==> src/hw/rtl/uvs_pkg.sv <==
`default_nettype none

package uvs_pkg;

    localparam int SEG_W               = 9;
    localparam int IDX_W               = 17;
    localparam int COORD_W             = 16;
    localparam int PHASE_W             = 32;
    localparam int VAL_W               = 32;
    localparam int PROD_W              = 64;
    localparam int PROD_FRAC           = 60;
    localparam int SEG_RESET           = 16;
    localparam int MAX_SEGMENTS_DEF    = 256;
    localparam int COORD_FRAC_BITS_DEF = 15;

    localparam int DIV_STEP   = 4;
    localparam int DIV_LAT    = (PHASE_W + DIV_STEP - 1) / DIV_STEP;

    localparam int CORDIC_STEPS  = 30;
    localparam int CORDIC_STEP   = 2;
    localparam int CORDIC_ITERS  = (CORDIC_STEPS + CORDIC_STEP - 1) / CORDIC_STEP;
    localparam int CORDIC_LAT    = CORDIC_ITERS + 2;
    localparam logic signed [VAL_W-1:0] CORDIC_GAIN = 32'sd652032874;

    localparam int CELL_WORDS = 6;
    localparam int K_W        = 3;

    localparam logic MODE_VERTEX = 1'b0;
    localparam logic MODE_CELL   = 1'b1;

    typedef struct packed {
        logic              mode;
        logic              bad;
        logic [IDX_W-1:0]  base;
    } side_t;

    // Angle of atan(2^-i) in units of 2^-32 turn
    function automatic logic [PHASE_W-1:0] turn_atan(input int i);
        logic [PHASE_W-1:0] a;
        unique case (i)
            0:  a = 32'h20000000;
            1:  a = 32'h12E4051E;
            2:  a = 32'h09FB385B;
            3:  a = 32'h051111D4;
            4:  a = 32'h028B0D43;
            5:  a = 32'h0145D7E1;
            6:  a = 32'h00A2F61E;
            7:  a = 32'h00517C55;
            8:  a = 32'h0028BE53;
            9:  a = 32'h00145F2F;
            10: a = 32'h000A2F98;
            11: a = 32'h000517CC;
            12: a = 32'h00028BE6;
            13: a = 32'h000145F3;
            14: a = 32'h0000A2F9;
            15: a = 32'h0000517C;
            16: a = 32'h000028BE;
            17: a = 32'h0000145F;
            18: a = 32'h00000A2F;
            19: a = 32'h00000517;
            20: a = 32'h0000028B;
            21: a = 32'h00000145;
            22: a = 32'h000000A2;
            23: a = 32'h00000051;
            24: a = 32'h00000028;
            25: a = 32'h00000014;
            26: a = 32'h0000000A;
            27: a = 32'h00000005;
            28: a = 32'h00000002;
            29: a = 32'h00000001;
            default: a = '0;
        endcase
        return a;
    endfunction

endpackage

`default_nettype wire

==> src/hw/rtl/uvs_div.sv <==
`default_nettype none

// Pipelined restoring divider: low word of (rem_in * 2^32 + num_lo) / den, rem_in < den
module uvs_div #(
    parameter int DEN_W = uvs_pkg::SEG_W + 1
) (
    input  wire logic                        clk,
    input  wire logic                        en,
    input  wire logic [DEN_W-1:0]            den,
    input  wire logic [uvs_pkg::PHASE_W-1:0] num_lo,
    input  wire logic [DEN_W-1:0]            rem_in,
    output logic      [uvs_pkg::PHASE_W-1:0] quot
);

    localparam int QW   = uvs_pkg::PHASE_W;
    localparam int STEP = uvs_pkg::DIV_STEP;
    localparam int NST  = uvs_pkg::DIV_LAT;

    logic [DEN_W-1:0] rem_reg  [NST];
    logic [QW-1:0]    q_reg    [NST];
    logic [DEN_W-1:0] rem_prev [NST];
    logic [QW-1:0]    q_prev   [NST];
    logic [DEN_W-1:0] rem_next [NST];
    logic [QW-1:0]    q_next   [NST];

    always_comb
    begin
        rem_prev[0] = rem_in;
        q_prev[0]   = '0;
        for (int s = 1; s < NST; s++)
        begin
            rem_prev[s] = rem_reg[s-1];
            q_prev[s]   = q_reg[s-1];
        end
    end

    always_comb
    begin
        logic [DEN_W:0]   t;
        logic [DEN_W-1:0] r;
        logic [QW-1:0]    q;
        for (int s = 0; s < NST; s++)
        begin
            r = rem_prev[s];
            q = q_prev[s];
            for (int j = 0; j < STEP; j++)
            begin
                if (s * STEP + j < QW)
                begin
                    t = {r, num_lo[QW-1-(s*STEP+j)]};
                    if (t >= {1'b0, den})
                    begin
                        r = DEN_W'(t - {1'b0, den});
                        q = {q[QW-2:0], 1'b1};
                    end
                    else
                    begin
                        r = DEN_W'(t);
                        q = {q[QW-2:0], 1'b0};
                    end
                end
            end
            rem_next[s] = r;
            q_next[s]   = q;
        end
    end

    always_ff @(posedge clk)
    begin
        if (en)
        begin
            for (int s = 0; s < NST; s++)
            begin
                rem_reg[s] <= rem_next[s];
                q_reg[s]   <= q_next[s];
            end
        end
    end

    assign quot = q_reg[NST-1];

endmodule

`default_nettype wire

==> config.mk <==
export PLATFORM = sky130hd
export DESIGN_NAME = uvs_div
export DESIGN_NICKNAME = d
export VERILOG_FILES = /design/src/hw/rtl/uvs_pkg.sv /design/src/hw/rtl/uvs_div.sv
export SDC_FILE = /design/constraint.sdc
export NUM_CORES = 1
export LEC_CHECK = 0
export BUFFER_PORTS_ARGS = -buffer_cell sky130_fd_sc_hd__buf_4
export CORE_MARGIN = 2
export CORE_UTILIZATION = 38
export DETAILED_ROUTE_END_ITERATION = 6
export GPL_TIMING_DRIVEN = 0
export PLACE_DENSITY_LB_ADDON = 0.08
export SLEW_MARGIN = 20
export SYNTH_ARGS = -nofsm -noshare
export SYNTH_HDL_FRONTEND = slang
export SYNTH_SLANG_ARGS = --single-unit
export TNS_END_PERCENT = 1
==> constraint.sdc <==
create_clock -name clk -period 20.7 [get_ports clk]
set_input_delay 0 -clock clk [delete_from_list [all_inputs] [get_ports clk]]
set_output_delay 0 -clock clk [all_outputs]
set_load 0.005 [all_outputs]
==> impl_metrics.tcl, run 1 <==
set metrics [dict create \
    status "complete, no violations" \
    stdcell_area_um2 27010 \
    diodes 0 \
    seq_area_um2 6426 \
    dr_wl_met2_um 30560 \
    port_buffers 85 \
    timing.final.ws_setup_ps 8656 \
    clock_sinks 214 \
    largest_reg_flops 144 \
    clk_path_buf_depth 3 \
    row_count 92 \
    synth_edf_count 214 \
    hp-class "input pin to flip-flop" \
    cp.arrival_ps 12370 \
    area_growth_pct 12.77 \
    yosys_register_bits 214 \
    fill_cells 6104 \
    grt.total_usage 0.1980 \
    routed_wl_um 64500 \
    via_per_inst 5.591 \
    routed.top_layer "met4" \
    dieWidth_um 255.0 \
    io_pins 86 \
    dp_slack_ps 8100 \
    yosysMostFrequentCell "ha_1" \
    cp_slowest_cell "o21ai_0" \
    place_area_um2 25830 \
    wl_per_cell_um 18.05 \
    r2r_start "rem_reg[3][0]$_DFFE_PP_" \
    drc_errors 0 \
    synth_area_leaders "edfxtp_1 (27%), ha_1 (17%), mux2_2 (5.5%), xnor2_1 (4.8%), a21oi_1 (3.5%)" \
    vias 19980 \
    fp.coreArea_um2 62740 \
    crit_path_end_kind "flip-flop" \
    fmax_mhz 83.03 \
    wl_met1_um 30480 \
    clkTransAtPathRegs_ps 60 \
    synth_top_cell_by_area "edfxtp_1" \
    fin_crit_ps 12040 \
    ctsResizeCount 0 \
    start_util 0.3818 \
    gp_congestion 0.8780 \
    cts_buffers 30 \
    hold_viol_final 0 \
    regToRegEndpoint "rem_reg[4][8]$_DFFE_PP_" \
    syn_inst 2566 \
    worstMarginPinSlew_ps 969.9 \
    finalSetupTns_ps 0 \
    grt_pass1_vias 19710 \
    cp-start-kind "input pin" \
    grt_overflow 0 \
    synthDistinctLibCells 86 \
    ys_warn_count 0 \
    drt-initial-drc-count 1140 \
    required_ps 21030 \
    max_cap_viol_count 0 \
    slew_viol_final 0 \
    antenna_found_initial 0 \
    worst_path_most_repeated_cell "ha_1" \
    cts_setup_buffers 0 \
    worstHoldStart "num_lo[25]" \
    multi_input_area_um2 16690 \
    rsz0062_at_grt "false" \
    drtAntennaViolNets 0 \
    hold_path_depth 4 \
    r2r_cells 38 \
    critPathMaxFanout 24 \
    root_buffer "clkbuf_16" \
    dr.pass1.iters 6 \
    grt_pass1_wl_um 103500 \
    yosys.area.top_type_share 0.2683 \
    finalSetupViolCount 0 \
    syn_area_um2 23950 \
    htreeDepth 1 \
    nNetsFinal 3112 \
    tritoncts "built" \
    dieArea_um2 65050 \
    drive_gt1_frac 0.1140 \
    path_class "input pin to flip-flop" \
    wl_met3_um 2122 \
    async_flop_share 0 \
    ys.flop_type "edfxtp_1" \
    final.period_utilization 0.5818 \
    grt_max_degree 97 \
    hpwl_um 47600 \
    cp_slowest_stage_delay_ps 660 \
    insertion_delay_ps 580 \
    synth_common_cells "ha_1 (320), edfxtp_1 (214), inv_1 (170)" \
    avgSynthCellArea_um2 9.333 \
    r2r_slack_ps 8950 \
    timing.slew.headroom 0.3474 \
    skew_ps 13.34 \
    hold_end "rem_reg[1][1]$_DFFE_PP_" \
    die_h_um 255.0 \
    synth_nets 2971 \
    ys_seq_area_frac 0.2683 \
]
[final cells by class]
type	count	share of cell area
buffer	41	0.006532
clock buffer	33	0.02900
clock inverter	19	0.008339
inverter	174	0.02465
multi-input combinational	2137	0.6181
sequential	214	0.2379
tap	846	0.03919
timing repair buffer	109	0.03623
[metal layers]
| metal | track usage | up-vias |
|---|---|---|
| li1 | - | 10060 |
| met1 | 0.2636 | 9503 |
| met2 | 0.3440 | 333 |
| met3 | 0.02034 | 85 |
| met4 | 0.04728 | 0 |
| met5 | 0 | - |
[how the worst max path moves through the flow]
| stage | from | endpoint | depth (start not counted) |
|---|---|---|---|
| after floorplan | den[1] | rem_reg[4][4]$_DFFE_PP_ | 39 |
| after global placement | den[1] | rem_reg[4][8]$_DFFE_PP_ | 40 |
| after detailed placement | den[1] | rem_reg[4][8]$_DFFE_PP_ | 41 |
| after CTS | den[1] | rem_reg[4][8]$_DFFE_PP_ | 41 |
| after global routing | den[1] | rem_reg[4][8]$_DFFE_PP_ | 41 |
| final | den[1] | rem_reg[4][8]$_DFFE_PP_ | 41 |
[critical path: cells and delay by family]
family / cells / cell delay [ps]
AO/OA/AOI/OAI: 21 / 5830
buffers and inverters: 9 / 2890
AND/OR/NAND/NOR: 6 / 1940
adder cells (fa/ha/maj): 4 / 1350
multiplexers: 1 / 250
[logic make-up (layout without fill, tap and decap cells)]
kind of cell | after synthesis | after routing | share of synthesized area
compound gates | 751 | 751 | 0.2138
xor+xnor | 190 | 190 | 0.06948
fa+ha+maj | 351 | 351 | 0.1931
buf+inv | 215 | 376 | 0.03464
flops | 214 | 214 | 0.2683
mux | 166 | 166 | 0.07560
simple gates | 679 | 679 | 0.1450
[what timing repair did]
action	4_1_cts	5_1_grt
endpoints found under the setup margin	0	0
endpoints found under the hold margin	40	0
hold buffers	17	0
[per-stage QoR]
step	hold slack, ps	std cells	util
finish	129.7	3573	0.4305
CTS	98.51	3573	0.4305
detailed placement	372.6	3504	0.4117
floorplan	112.5	2566	-
global placement	377.2	3497	0.4088
global route	150.3	3573	0.4305
[layout by cell type, fill, tap and decap left out, types with 17 or more instances in the layout]
| cell type | n |
|---|---|
| or3_1 | 17 |
| o31ai_1 | 19 |
| xnor2_1 | 131 |
| and3_1 | 25 |
| clkbuf_16 | 31 |
| nor3_1 | 60 |
| o31a_1 | 19 |
| clkbuf_1 | 30 |
| a211oi_1 | 28 |
| buf_4 | 85 |
| fa_1 | 31 |
| a31oi_1 | 19 |
| o21a_1 | 64 |
| a21o_1 | 91 |
| nor4_1 | 19 |
| xor2_1 | 59 |
| o21ai_0 | 160 |
| edfxtp_1 | 214 |
| mux2_2 | 116 |
| nor2_1 | 167 |
| nand4_1 | 56 |
| and2_1 | 24 |
| dlygate4sd3_1 | 17 |
| nand2_1 | 132 |
| inv_1 | 161 |
| ha_1 | 320 |
| nand3_1 | 19 |
| a21oi_1 | 168 |
| mux2i_1 | 49 |
| a221o_1 | 37 |
| nor2b_1 | 65 |
| nand2b_1 | 48 |
Power of run 1 is left out: the tool's default activity adds up to more than one toggle a clock period on the data nets, which glitch-free logic cannot reach.
==> inputs of run 2 (changes only) <==
==> constraint.sdc (replaced) <==
create_clock -name clk -period 10.2 [get_ports clk]
set_input_delay 0 -clock clk [delete_from_list [all_inputs] [get_ports clk]]
set_output_delay 0 -clock clk [all_outputs]
set_load 0.005 [all_outputs]
==> run 2 against run 1 <==
  * Non-clock buffer count grew 11
  * Clock-buffer cell count is the same
  * Wire length grew 1.1%
  * Global-route usage grew 0.057 points
  * First-iteration DRC count shrank 11%
  * Die area is the same
  * Cell area grew 2.0%
  * Core utilization grew 0.86 points
  * Critical path depth is the same
  * Critical endpoint is now rem_reg[1][8]$_DFFE_PP_
==> impl_metrics.tcl, run 2 (synthesized netlist as in run 1, its figures left out) <==
set metrics [dict create \
    status "complete, no violations" \
    max_cap_viol_count 0 \
    diodes 0 \
    hpwl_um 47600 \
    rsz0062_at_grt "true" \
    post-place-cells 3504 \
    fin_cells 3584 \
    cp_slowest_stage_delay_ps 390 \
    final.period_utilization 0.9488 \
    crit_path_end_kind "flip-flop" \
    wl_per_cell_um 18.20 \
    grt.total_usage 0.1986 \
    htreeDepth 1 \
    grt_pass1_wl_um 103800 \
    row_count 92 \
    die_h_um 255.0 \
    seq_area_um2 6426 \
    cp_slowest_cell "edfxtp_1" \
    final_common_cell "ha_1" \
    fin_crit_ps 9678 \
    hp-class "input pin to flip-flop" \
    grt_overflow 0 \
    multi_input_area_um2 17080 \
    cts_buffers 30 \
    dr.pass1.iters 5 \
    slew_viol_final 0 \
    fp.coreArea_um2 62740 \
    nNetsFinal 3123 \
    start_util 0.3818 \
    clk_path_buf_depth 3 \
    hold_viol_final 0 \
    cp.arrival_ps 9990 \
    antenna_found_initial 0 \
    dieArea_um2 65050 \
    grt_pass1_vias 19790 \
    drt-initial-drc-count 1014 \
    skew_ps 11.31 \
    routed_wl_um 65220 \
    area_growth_pct 15.02 \
    required_ps 10510 \
    via_per_inst 5.599 \
    critical-path-top-delay-family "compound AO/OA/AOI/OAI gates" \
    gp_congestion 0.8780 \
    clock_sinks 214 \
    grt_max_degree 97 \
    path_class "flip-flop to flip-flop" \
    fill_cells 6071 \
    drc_errors 0 \
    fmax_mhz 103.3 \
    clkTransAtPathRegs_ps 60 \
    root_buffer "clkbuf_16" \
    port_buffers 85 \
    vias 20070 \
    timing.slew.headroom 0.3317 \
    finalSetupViolCount 0 \
    drive_gt1_frac 0.1454 \
    cp-start-kind "flip-flop" \
    critPathMaxFanout 10 \
    critPathBufInv 8 \
    dieWidth_um 255.0 \
    io_pins 86 \
    largest_reg_flops 144 \
    insertion_delay_ps 580 \
    final_cell_mix "ha_1 (318), edfxtp_1 (214), nor2_1 (164)" \
    worstMarginPinSlew_ps 993.3 \
    tritoncts "built" \
    whs_ps 132.2 \
    drtAntennaViolNets 0 \
]
==> run 2: cell types whose count changed in the layout (fill, tap and decap cells not counted), moves of 4 or more <==
cell / previous run / this run
o21ai_2: 0 / 8
o21ai_0: 160 / 143
clkbuf_1: 30 / 15
clkbuf_2: 0 / 8
a2111oi_0: 4 / 0
a21oi_1: 168 / 162
a211oi_1: 28 / 23
o21ai_1: 2 / 9
o31ai_1: 19 / 12
clkbuf_4: 0 / 5
o31ai_4: 0 / 4
a21oi_2: 0 / 6
a211oi_2: 0 / 4
buf_4: 85 / 96
==> run 2: repair_timing <==
action,CTS,global route
setup buffers,2,6
hold buffers,19,1
pin swaps,3,10
setup endpoints to repair,75,78
gates resized for setup,52,92
cloned,0,0
endpoints found under the hold margin,42,1
==> run 2: metrics by stage <==
step / TNS, ps / util / setup WS [ps] / area (µm²)
2_1_floorplan: 0 / - / 117.9 / 23950
3_3_place_gp: -221520 / 0.4088 / -3845 / 25650
3_5_place_dp: -105520 / 0.4117 / -2400 / 25830
4_1_cts: -13.17 / 0.4335 / -13.17 / 27200
5_1_grt: -875.8 / 0.4391 / -94.82 / 27550
6_report: 0 / 0.4391 / 522.2 / 27550
==> run 2: path summary, 6_finish.rpt <==
kind	slack [ps]	endpoint	cells past startpoint	start
worst max-delay path	520	rem_reg[1][8]$_DFFE_PP_	41	rem_reg[0][7]$_DFFE_PP_
worst min-delay path	130	rem_reg[1][1]$_DFFE_PP_	4	num_lo[25]
worst max register to register	520	rem_reg[1][8]$_DFFE_PP_	41	rem_reg[0][7]$_DFFE_PP_
worst min register to register	410	q_reg[1][68]$_DFFE_PP_	0	q_reg[1][32]$_DFFE_PP_
==> run 2: final cells by class <==
| class | count | area share |
|---|---|---|
| flip-flops and latches | 214 | 0.2333 |
| well taps | 846 | 0.03843 |
| inverters | 174 | 0.02426 |
| clock inverters | 19 | 0.008176 |
| plain buffers | 41 | 0.008221 |
| repair buffers | 120 | 0.03906 |
| multi-input cells | 2137 | 0.6201 |
| clock buffers | 33 | 0.02843 |
==> run 2: worst reg2reg max path, delay by kind of cell (launching register included) <==
kind	cells	cell delay (ps)
and+or+nand+nor	10	1990
adders and majority gates	4	1030
buffers and inverters	8	1320
muxes	2	730
AOI/OAI and AO/OA	17	3930
DFF	1	390
==> run 2: layer usage <==
metal	up-vias	global-route usage	share of wire
li1	10090	-	-
met1	9587	0.2640	0.47
met2	300	0.3457	0.48
met3	87	0.02034	0.030
met4	0	0.04712	0.020
met5	-	0	0
Power of run 2 is left out for the same reason.
